--- src/hdl/mhpq_pkg.sv ---
package mhpq_pkg;

  localparam int DEPTH         = 64;
  localparam int KEY_WIDTH     = 32;
  localparam int PAYLOAD_WIDTH = 16;
  localparam int IDX_W         = $clog2(DEPTH);
  localparam int FILL_W        = $clog2(DEPTH + 1);

  typedef enum logic {
    CMD_PUSH = 1'b0,
    CMD_POP  = 1'b1
  } cmd_t;

  typedef enum logic [1:0] {
    ST_OK    = 2'd0,
    ST_FULL  = 2'd1,
    ST_EMPTY = 2'd2
  } status_t;

  typedef struct packed {
    cmd_t                     cmd;
    logic [KEY_WIDTH-1:0]     key;
    logic [PAYLOAD_WIDTH-1:0] payload;
  } in_word_t;

  typedef struct packed {
    status_t                  status;
    logic [KEY_WIDTH-1:0]     out_key;
    logic [PAYLOAD_WIDTH-1:0] out_payload;
    logic [FILL_W-1:0]        fill;
  } out_word_t;

endpackage

--- src/hdl/min_heap_priority_queue.sv ---
// channel  dir  handshake          word
// req      in   req_valid/stall    cmd, key, payload
// rsp      out  rsp_valid/stall    status, out_key, out_payload, fill
//
// one word at a time; the entries sit in a single ram with one write and one
// registered read port, so each step of the sift costs ram accesses
// push: climbs L levels, up to log2(DEPTH); a full or an empty heap needs no climb
// pop: reads up to two children per level compared, with one more write when the
// entry lands on a leaf; an empty heap needs no sift
// synchronous reset clears the fill count, the fsm and rsp_valid; ram contents are left
// a stalled rsp word holds; the next req word is taken while it waits
module min_heap_priority_queue (
  input  logic                clk,
  input  logic                rst,
  input  logic                req_valid,
  output logic                req_stall,
  input  mhpq_pkg::in_word_t  req,
  output logic                rsp_valid,
  input  logic                rsp_stall,
  output mhpq_pkg::out_word_t rsp
);

  localparam int IW = mhpq_pkg::IDX_W;
  localparam int CW = mhpq_pkg::IDX_W + 2;

  typedef struct packed {
    logic [mhpq_pkg::KEY_WIDTH-1:0]     key;
    logic [mhpq_pkg::PAYLOAD_WIDTH-1:0] payload;
  } entry_t;

  typedef enum logic [2:0] {
    S_IDLE,
    S_UP_CMP,
    S_POP_ROOT,
    S_POP_LAST,
    S_DN_L,
    S_DN_R,
    S_PLACE,
    S_EMIT
  } state_t;

  // entry ram
  entry_t          mem [mhpq_pkg::DEPTH];
  logic            wr_en;
  logic [IW-1:0]   wr_addr;
  entry_t          wr_data;
  logic            rd_en;
  logic [IW-1:0]   rd_addr;
  entry_t          rd_data;

  state_t                      state, state_next;
  logic [mhpq_pkg::FILL_W-1:0] count, count_next;
  logic [IW-1:0]               pos, pos_next;
  entry_t                      cur, cur_next;
  entry_t                      child, child_next;
  mhpq_pkg::status_t           res_status, res_status_next;
  entry_t                      res, res_next;
  logic                        rsp_valid_next;
  mhpq_pkg::out_word_t         rsp_next;

  logic [CW-1:0] n_ext;
  logic [CW-1:0] left_w;
  logic [CW-1:0] right_w;
  logic [IW-1:0] par;
  logic [IW-1:0] gpar;
  entry_t        sel;
  logic [CW-1:0] sel_idx;
  logic [CW-1:0] sel_left;

  always_ff @(posedge clk) begin
    if (wr_en) begin
      mem[wr_addr] <= wr_data;
    end
    if (rd_en) begin
      rd_data <= mem[rd_addr];
    end
  end

  assign req_stall = (state != S_IDLE);

  assign n_ext   = CW'(count);
  assign left_w  = CW'({pos, 1'b1});
  assign right_w = left_w + CW'(1);
  assign par     = IW'((pos - IW'(1)) >> 1);
  assign gpar    = IW'((par - IW'(1)) >> 1);

  // smaller child, left wins on equal keys
  always_comb begin
    sel     = rd_data;
    sel_idx = left_w;
    if (state == S_DN_R) begin
      if (rd_data.key < child.key) begin
        sel     = rd_data;
        sel_idx = right_w;
      end else begin
        sel     = child;
        sel_idx = left_w;
      end
    end
  end

  assign sel_left = CW'({sel_idx[IW-1:0], 1'b1});

  always_comb begin
    state_next      = state;
    count_next      = count;
    pos_next        = pos;
    cur_next        = cur;
    child_next      = child;
    res_status_next = res_status;
    res_next        = res;
    rsp_valid_next  = rsp_valid && rsp_stall;
    rsp_next        = rsp;
    wr_en           = 1'b0;
    wr_addr         = pos;
    wr_data         = cur;
    rd_en           = 1'b0;
    rd_addr         = '0;

    unique case (state)
      S_IDLE: begin
        if (req_valid) begin
          res_status_next = mhpq_pkg::ST_OK;
          res_next        = '0;
          cur_next        = '{key: req.key, payload: req.payload};
          unique case (req.cmd)
            mhpq_pkg::CMD_PUSH: begin
              if (count == mhpq_pkg::FILL_W'(mhpq_pkg::DEPTH)) begin
                res_status_next = mhpq_pkg::ST_FULL;
                state_next      = S_EMIT;
              end else if (count == '0) begin
                wr_en      = 1'b1;
                wr_addr    = '0;
                wr_data    = '{key: req.key, payload: req.payload};
                count_next = count + mhpq_pkg::FILL_W'(1);
                state_next = S_EMIT;
              end else begin
                pos_next   = count[IW-1:0];
                rd_en      = 1'b1;
                rd_addr    = IW'((count[IW-1:0] - IW'(1)) >> 1);
                count_next = count + mhpq_pkg::FILL_W'(1);
                state_next = S_UP_CMP;
              end
            end
            mhpq_pkg::CMD_POP: begin
              if (count == '0) begin
                res_status_next = mhpq_pkg::ST_EMPTY;
                state_next      = S_EMIT;
              end else begin
                rd_en      = 1'b1;
                rd_addr    = '0;
                count_next = count - mhpq_pkg::FILL_W'(1);
                state_next = S_POP_ROOT;
              end
            end
            default: state_next = S_IDLE;
          endcase
        end
      end

      // rd_data holds the parent of the hole at pos
      S_UP_CMP: begin
        wr_en = 1'b1;
        if (rd_data.key <= cur.key) begin
          wr_data    = cur;
          state_next = S_EMIT;
        end else begin
          wr_data  = rd_data;
          pos_next = par;
          if (par == '0) begin
            state_next = S_PLACE;
          end else begin
            rd_en   = 1'b1;
            rd_addr = gpar;
          end
        end
      end

      S_POP_ROOT: begin
        res_next = rd_data;
        if (count == '0) begin
          state_next = S_EMIT;
        end else begin
          rd_en      = 1'b1;
          rd_addr    = count[IW-1:0];
          state_next = S_POP_LAST;
        end
      end

      // last entry becomes the moving element, hole at the root
      S_POP_LAST: begin
        cur_next = rd_data;
        pos_next = '0;
        if (CW'(1) < n_ext) begin
          rd_en      = 1'b1;
          rd_addr    = IW'(1);
          state_next = S_DN_L;
        end else begin
          wr_en      = 1'b1;
          wr_addr    = '0;
          wr_data    = rd_data;
          state_next = S_EMIT;
        end
      end

      S_DN_L, S_DN_R: begin
        if (state == S_DN_L && right_w < n_ext) begin
          child_next = rd_data;
          rd_en      = 1'b1;
          rd_addr    = right_w[IW-1:0];
          state_next = S_DN_R;
        end else begin
          wr_en = 1'b1;
          if (sel.key < cur.key) begin
            wr_data  = sel;
            pos_next = sel_idx[IW-1:0];
            if (sel_left < n_ext) begin
              rd_en      = 1'b1;
              rd_addr    = sel_left[IW-1:0];
              state_next = S_DN_L;
            end else begin
              state_next = S_PLACE;
            end
          end else begin
            wr_data    = cur;
            state_next = S_EMIT;
          end
        end
      end

      S_PLACE: begin
        wr_en      = 1'b1;
        wr_data    = cur;
        state_next = S_EMIT;
      end

      S_EMIT: begin
        if (!rsp_valid || !rsp_stall) begin
          rsp_next.status      = res_status;
          rsp_next.out_key     = res.key;
          rsp_next.out_payload = res.payload;
          rsp_next.fill        = count;
          rsp_valid_next       = 1'b1;
          state_next           = S_IDLE;
        end
      end

      default: state_next = S_IDLE;
    endcase
  end

  always_ff @(posedge clk) begin
    if (rst) begin
      state     <= S_IDLE;
      count     <= '0;
      rsp_valid <= 1'b0;
    end else begin
      state     <= state_next;
      count     <= count_next;
      rsp_valid <= rsp_valid_next;
    end
    pos        <= pos_next;
    cur        <= cur_next;
    child      <= child_next;
    res_status <= res_status_next;
    res        <= res_next;
    rsp        <= rsp_next;
  end

endmodule

--- config.mk ---
export PLATFORM = sky130hd
export DESIGN_NAME = min_heap_priority_queue
export DESIGN_NICKNAME = d
export VERILOG_FILES = /design/src/hdl/mhpq_pkg.sv /design/src/hdl/min_heap_priority_queue.sv
export SDC_FILE = /design/constraint.sdc
export NUM_CORES = 2
export LEC_CHECK = 0
export BUFFER_PORTS_ARGS = -buffer_cell sky130_fd_sc_hd__buf_2
export CAP_MARGIN = 20
export CORE_MARGIN = 1.5
export CORE_UTILIZATION = 30
export DETAILED_ROUTE_END_ITERATION = 8
export PLACE_DENSITY = 0.48
export SLEW_MARGIN = 40
export SYNTH_ARGS = -nofsm -noshare
export SYNTH_HDL_FRONTEND = slang
export SYNTH_SLANG_ARGS = --single-unit
export TNS_END_PERCENT = 10
--- constraint.sdc ---
create_clock -name clk -period 14.46 [get_ports clk]
set_clock_uncertainty 0.1 [all_clocks]
set_input_delay 2.892 -clock clk [delete_from_list [all_inputs] [get_ports clk]]
set_output_delay 2.892 -clock clk [all_outputs]
set_load 0.01 [all_outputs]
; ---- Word-level counts from Yosys, hierarchy flattened
; Memory sizes are Yosys's and may differ from the RTL's. A register that Yosys moved wholly into a read port is not among the register bits.
; Index checks and enable logic that the tools add are counted.
[classes]
n_addsub = 6
mux = 85
magnitude_cmp = 6
n_eq_ne = 19
n_reduce_logical = 22
bitwise = 1
[ops]
columns = cell, count
row1 = 2-to-1 mux 48 bit, 12
row2 = one-hot mux 48 bit (2 select lines), 2
row3 = one-hot mux 48 bit (4 select lines), 1
row4 = 2-to-1 mux 6 bit, 19
row5 = < comparator 32 bit, 2
row6 = <= comparator 32 bit, 1
row7 = 2-to-1 mux 3 bit, 10
row8 = one-hot mux 6 bit (5 select lines), 1
row9 = one-hot mux 6 bit (2 select lines), 2
row10 = one-hot mux 6 bit (4 select lines), 1
row11 = 2-to-1 mux 1 bit, 21
row12 = one-hot mux 3 bit (7 select lines), 1
row13 = 2-to-1 mux 5 bit, 4
row14 = "!= test 2 bit, second input constant", 10
row15 = 2-to-1 mux 7 bit, 2
row16 = one-hot mux 7 bit (2 select lines), 1
row17 = "== test 3 bit, second input constant", 4
row18 = "subtractor 6 x 1 -> 6 bit, second input constant", 2
row19 = AND reduction 2 bit, 5
row20 = "adder 7 x 1 -> 8 bit, second input constant", 1
row21 = < comparator 8 x 7 -> 1 bit, 1
row22 = AND reduction 8 bit, 1
row23 = "adder 7 x 1 -> 7 bit, second input constant", 1
row24 = "== test 7 bit, second input constant", 1
row25 = other kinds (26), 33
[totals]
input_bits = 53
wordCells = 155
output_inout_bits = 59
ram_bits = 3072
mem_count = 1
regBits = 220
[memory_table]
columns = memory, words, word_bits, rd, rd_clocked_by_memory_dff, wr, line_no
row1 = mem, 64, 48, 1, 1, 1, min_heap_priority_queue.sv:43  ; entry_t mem [mhpq_pkg::DEPTH];

; ---- Longest topological paths before layout
[logic_depth]
depth_word = 8
ltp_mapped = 33
mapped_depth_nobuf = 23

; ---- Worst setup path after synthesis
; OpenSTA, ideal clock, no wires.
[synth_timing]
kind = reg2reg
from = register rd_data[30] (netlist name)
to = register rd_data[0] (netlist name)
setup_ns = 0.520
arrival_ns = 7.869
path_slack_ns = 5.971
n_path_buf = 3
stages_incl_launch_ff = 22
required_time_ns = 13.840
period_less_slack_ns = 8.489
cell_sequence = edfxtp_1 > ha_1 > nand4_1 > nor4_1 > a311oi_2 > a2111o_1 > and2_1 > clkbuf_1 > clkbuf_1 > clkbuf_1 > nand2_1 > o21ai_0 > ha_1 > a21o_1 > a211oi_1 > nor3_1 > o221ai_1 > a32oi_1 > or3_1 > nor2_1 > nor2_1 > o21ai_0
[synth_between]
elab_chain_cells = 8
elab_cells_between_ends = 18
cone_classes = order compare: 4 / mux: 14
[synth_rtl]
columns = item, line_no
row1 = "parallel branches: the longest is 7 deep, another holds < comparator 32 bit", -
row2 = one-hot mux 1 bit (5 select lines) (*), min_heap_priority_queue.sv:120  ; unique case (state)
row3 = via rd_en, min_heap_priority_queue.sv:47  ; logic rd_en;
; Mark *: on every way through the listed nets, which the timed path passes.
; A chain may end at the register's enable or synchronous reset.

; ---- Worst setup path in the final report
[layout_timing]
from = register rd_data[40] (netlist name)
to = register rd_data[20] (netlist name)
[layout_between]
elab_chain_cells = 8
elab_cells_between_ends = 18
cone_classes = order compare: 4 / mux: 14
[layout_rtl]
columns = item
row1 = "parallel branches: the longest is 8 deep, another holds < comparator 32 bit"
; Several ways; the timed one is not identified.

==> run metrics <==
CTS tree=done; Hold Path Class=register to register; total gr overflow=0; number of flops mapped to enable cells by yosys=3,329; Synth cell types=87; Max VDD drop=0.241 mV; total track usage=0.218; Bufs on Longest Clock Path=4; Post-Synthesis Cells=10,319; post_cts resized=0; drt initial violations=12,622; Setup Buffers After CTS=0; hold buffers post-CTS=0; kind of critical path=register to register; H-tree levels=5; Layout Utilization=0.347; mean post-synth cell area=13.3 um^2; # DRC=0; R2R Setup Slk=roughly 4.4 ns; met1 Use GR=0.307; Area Growth Syn to Fin=15.2%; max_slew headroom=0.310; Port Buf Inserts=111; fin crit share=0.692; R2R Path End=rd_data[20]$_DFFE_PP_; Yosys reg bits=3,340; Worst path slowest cell=or4_1; vias=93,805; unrepaired setup endpoints after global routing=no; Final setup violation count=0; drt total wl=around 520,000 um; antenna violations before repair=40; Placed Instance Area=~150,000 um^2; FP Rows=248; final slew viol count=0; HP Start=res[37]$_SDFFCE_PN0P_; worst-path fanout max=144; RR Startpoint=rd_data[40]$_DFFE_PP_; Leak=53.0 nW; total core area=roughly 460,000 um^2; Initial Util=0.301; Synth Warn #=0; sequential share of the synthesized area=0.730; Post-layout nets=10,588; Ports=112; WP data required=14.93 ns; clk_lat worst skew=0.96 ns; CP Capture Type=register; Post-synth top flop=edfxtp_1; Critical path origin=rd_data[40]$_DFFE_PP_; most frequent cells in the layout=3,329 x edfxtp_1, 2,440 x nand2_1, 1,220 x nand3_1, 368 x clkbuf_16, 348 x a21oi_1; Root Buffer=clkbuf_16; top achievable clock speed=0.0999 GHz; Worst EP arrival=10.48 ns; vias per inst=5.60; Clock Pin Slew Worst Setup and Hold Paths=about 0.060 ns; worst reg2reg path depth=27; Slew @ Worst Pin=between 1 and 1.5 ns; Tmin final=10.01 ns; end of the critical path=rd_data[20]$_DFFE_PP_; number of global-route vias before repair=a little under 90,000; DP HPWL=approximately 280,000 um; die height=679 um; gr busiest metal=met2; status=finished clean; pin count of the biggest net entering global routing=165; proportion of layout cells with a drive suffix above 1=0.117; Pwr per Cell Area=278 nW/um^2; CTS Sinks=between 3,000 and 4,000; met2 Usage GRT=0.345; Sum Neg Setup Slack=0 ns; met3 Resource Use GR=0.0353; commonest non-fill, non-tap cell in the layout=edfxtp_1; max incr delay on CP=0.86 ns; syn nets=10,483; Fin. Hold Viols=0; gpl congestion=0.840; Num CTS Buffers=361; die width=679 um; maxcap violations=0; design area=158,000 um^2; cell area after synthesis=137,000 um^2; Synth async-reset ratio=0; startpoint class of the critical path=register; WL per Instance=31.1 um; die area=approximately 460,000 um^2; first-pass GRT wire length=718,000 um; drt first pass iters=6; Final ANT Viol Nets=0
[Yosys cell counts, drive strengths merged, types with 9 or more instances]
cell | n | share of area
a2111oi | 82 | 0.0052
a211o | 10 | 0.00064
a211oi | 40 | 0.0022
a21o | 17 | 0.00093
a21oi | 353 | 0.013
a221o | 9 | 0.00066
a221oi | 175 | 0.011
a222oi | 23 | 0.0017
a22oi | 64 | 0.0035
a311oi | 42 | 0.0027
a31oi | 198 | 0.0092
a32o | 12 | 0.00088
a32oi | 102 | 0.0065
and2 | 55 | 0.0025
and3 | 183 | 0.0083
buf | 424 | 0.017
clkbuf | 289 | 0.0079
dfxtp | 11 | 0.0016
edfxtp | 3329 | 0.73
ha | 111 | 0.010
inv | 87 | 0.0024
mux2 | 52 | 0.0043
mux2i | 87 | 0.0063
mux4 | 43 | 0.0071
nand2 | 2477 | 0.068
nand2b | 10 | 0.00046
nand3 | 1232 | 0.045
nand4 | 40 | 0.0018
nor2 | 258 | 0.0071
nor3 | 72 | 0.0027
nor4 | 23 | 0.0010
o211ai | 35 | 0.0019
o21ai | 139 | 0.0051
o22ai | 34 | 0.0016
o31ai | 12 | 0.00069
or3 | 35 | 0.0016
or4 | 44 | 0.0024
xor2 | 11 | 0.00070
[report_power, final]
group / total [mW] / switching (mW) / internal (mW)
clock network: 9.14 / 3.96 / 5.18
logic: 19.3 / 14.8 / 4.52
registers: 15.6 / 0.421 / 15.1
total: 44.0 / 19.2 / 24.8
[worst min path at each step]
stage,slack (ns),cells after the start,endpoint
4_1_cts,0.32,0,rsp[44]$_DFFE_PP_
6_report,0.32,0,rsp[44]$_DFFE_PP_
3_5_place_dp,0.30,0,rsp[18]$_DFFE_PP_
5_1_grt,0.32,0,rsp[28]$_DFFE_PP_
3_3_place_gp,0.30,0,rsp[51]$_DFFE_PP_
2_1_floorplan,0.30,0,rsp[10]$_DFFE_PP_
[sequential cells by signal, summed over array words and instances, names as in the netlist, 2 cells and up]
signal      cells
mem          3072
rsp            57
child          48
cur            48
rd_data        48
res            48
count           7
pos             6
state           3
res_status      2
[kinds of logic (layout without fill, tap and decap cells)]
group,after synthesis,in the layout,share of synthesized area
buffers and inverters,802,1207,0.0269
XOR/XNOR,19,19,0.00127
AO/OA/AOI/OAI,1408,1408,0.0714
flip-flops,3340,3340,0.730
other,0,16,0
adder cells (fa/ha/maj),111,111,0.0101
multiplexers,182,182,0.0177
AND/OR/NAND/NOR,4457,4457,0.142
[through the flow]
stage	instances	power (mW)	setup WS, ns	hold WS, ns
finish	16740	44.0	4.45	0.317
floorplan	10319	26.4	5.97	0.300
detailed placement	16047	34.7	4.62	0.305
global placement	16020	34.3	2.99	0.302
CTS	16710	43.8	4.58	0.315
global route	16726	45.8	4.31	0.323
[critical path: cells and delay by family, from the launching register on]
| family | cells | cell delay, ns |
|---|---|---|
| buffers and inverters | 5 | 2.13 |
| DFF | 1 | 0.74 |
| muxes | 1 | 0.37 |
| and+or+nand+nor | 11 | 2.70 |
| AOI/OAI and AO/OA | 8 | 2.51 |
| adders and majority gates | 2 | 0.80 |
[final cells by class]
cell class              count  area [um^2]
clock inverters           235         2050
diodes                     16         40.0
flip-flops and latches   3340       100000
repair buffers            455         4130
multi-input cells        6177        34400
clock buffers             428         9410
well taps                6000         7510
fillers                 43781       298000
inverters                  89          334
[per-layer routing]
metal	routed length, um	vias up
met5	40	-
met4	18800	6
met3	46800	928
met2	237000	4825
met1	218000	48843
li1	-	39203
Power figures use the tool's default switching activity.
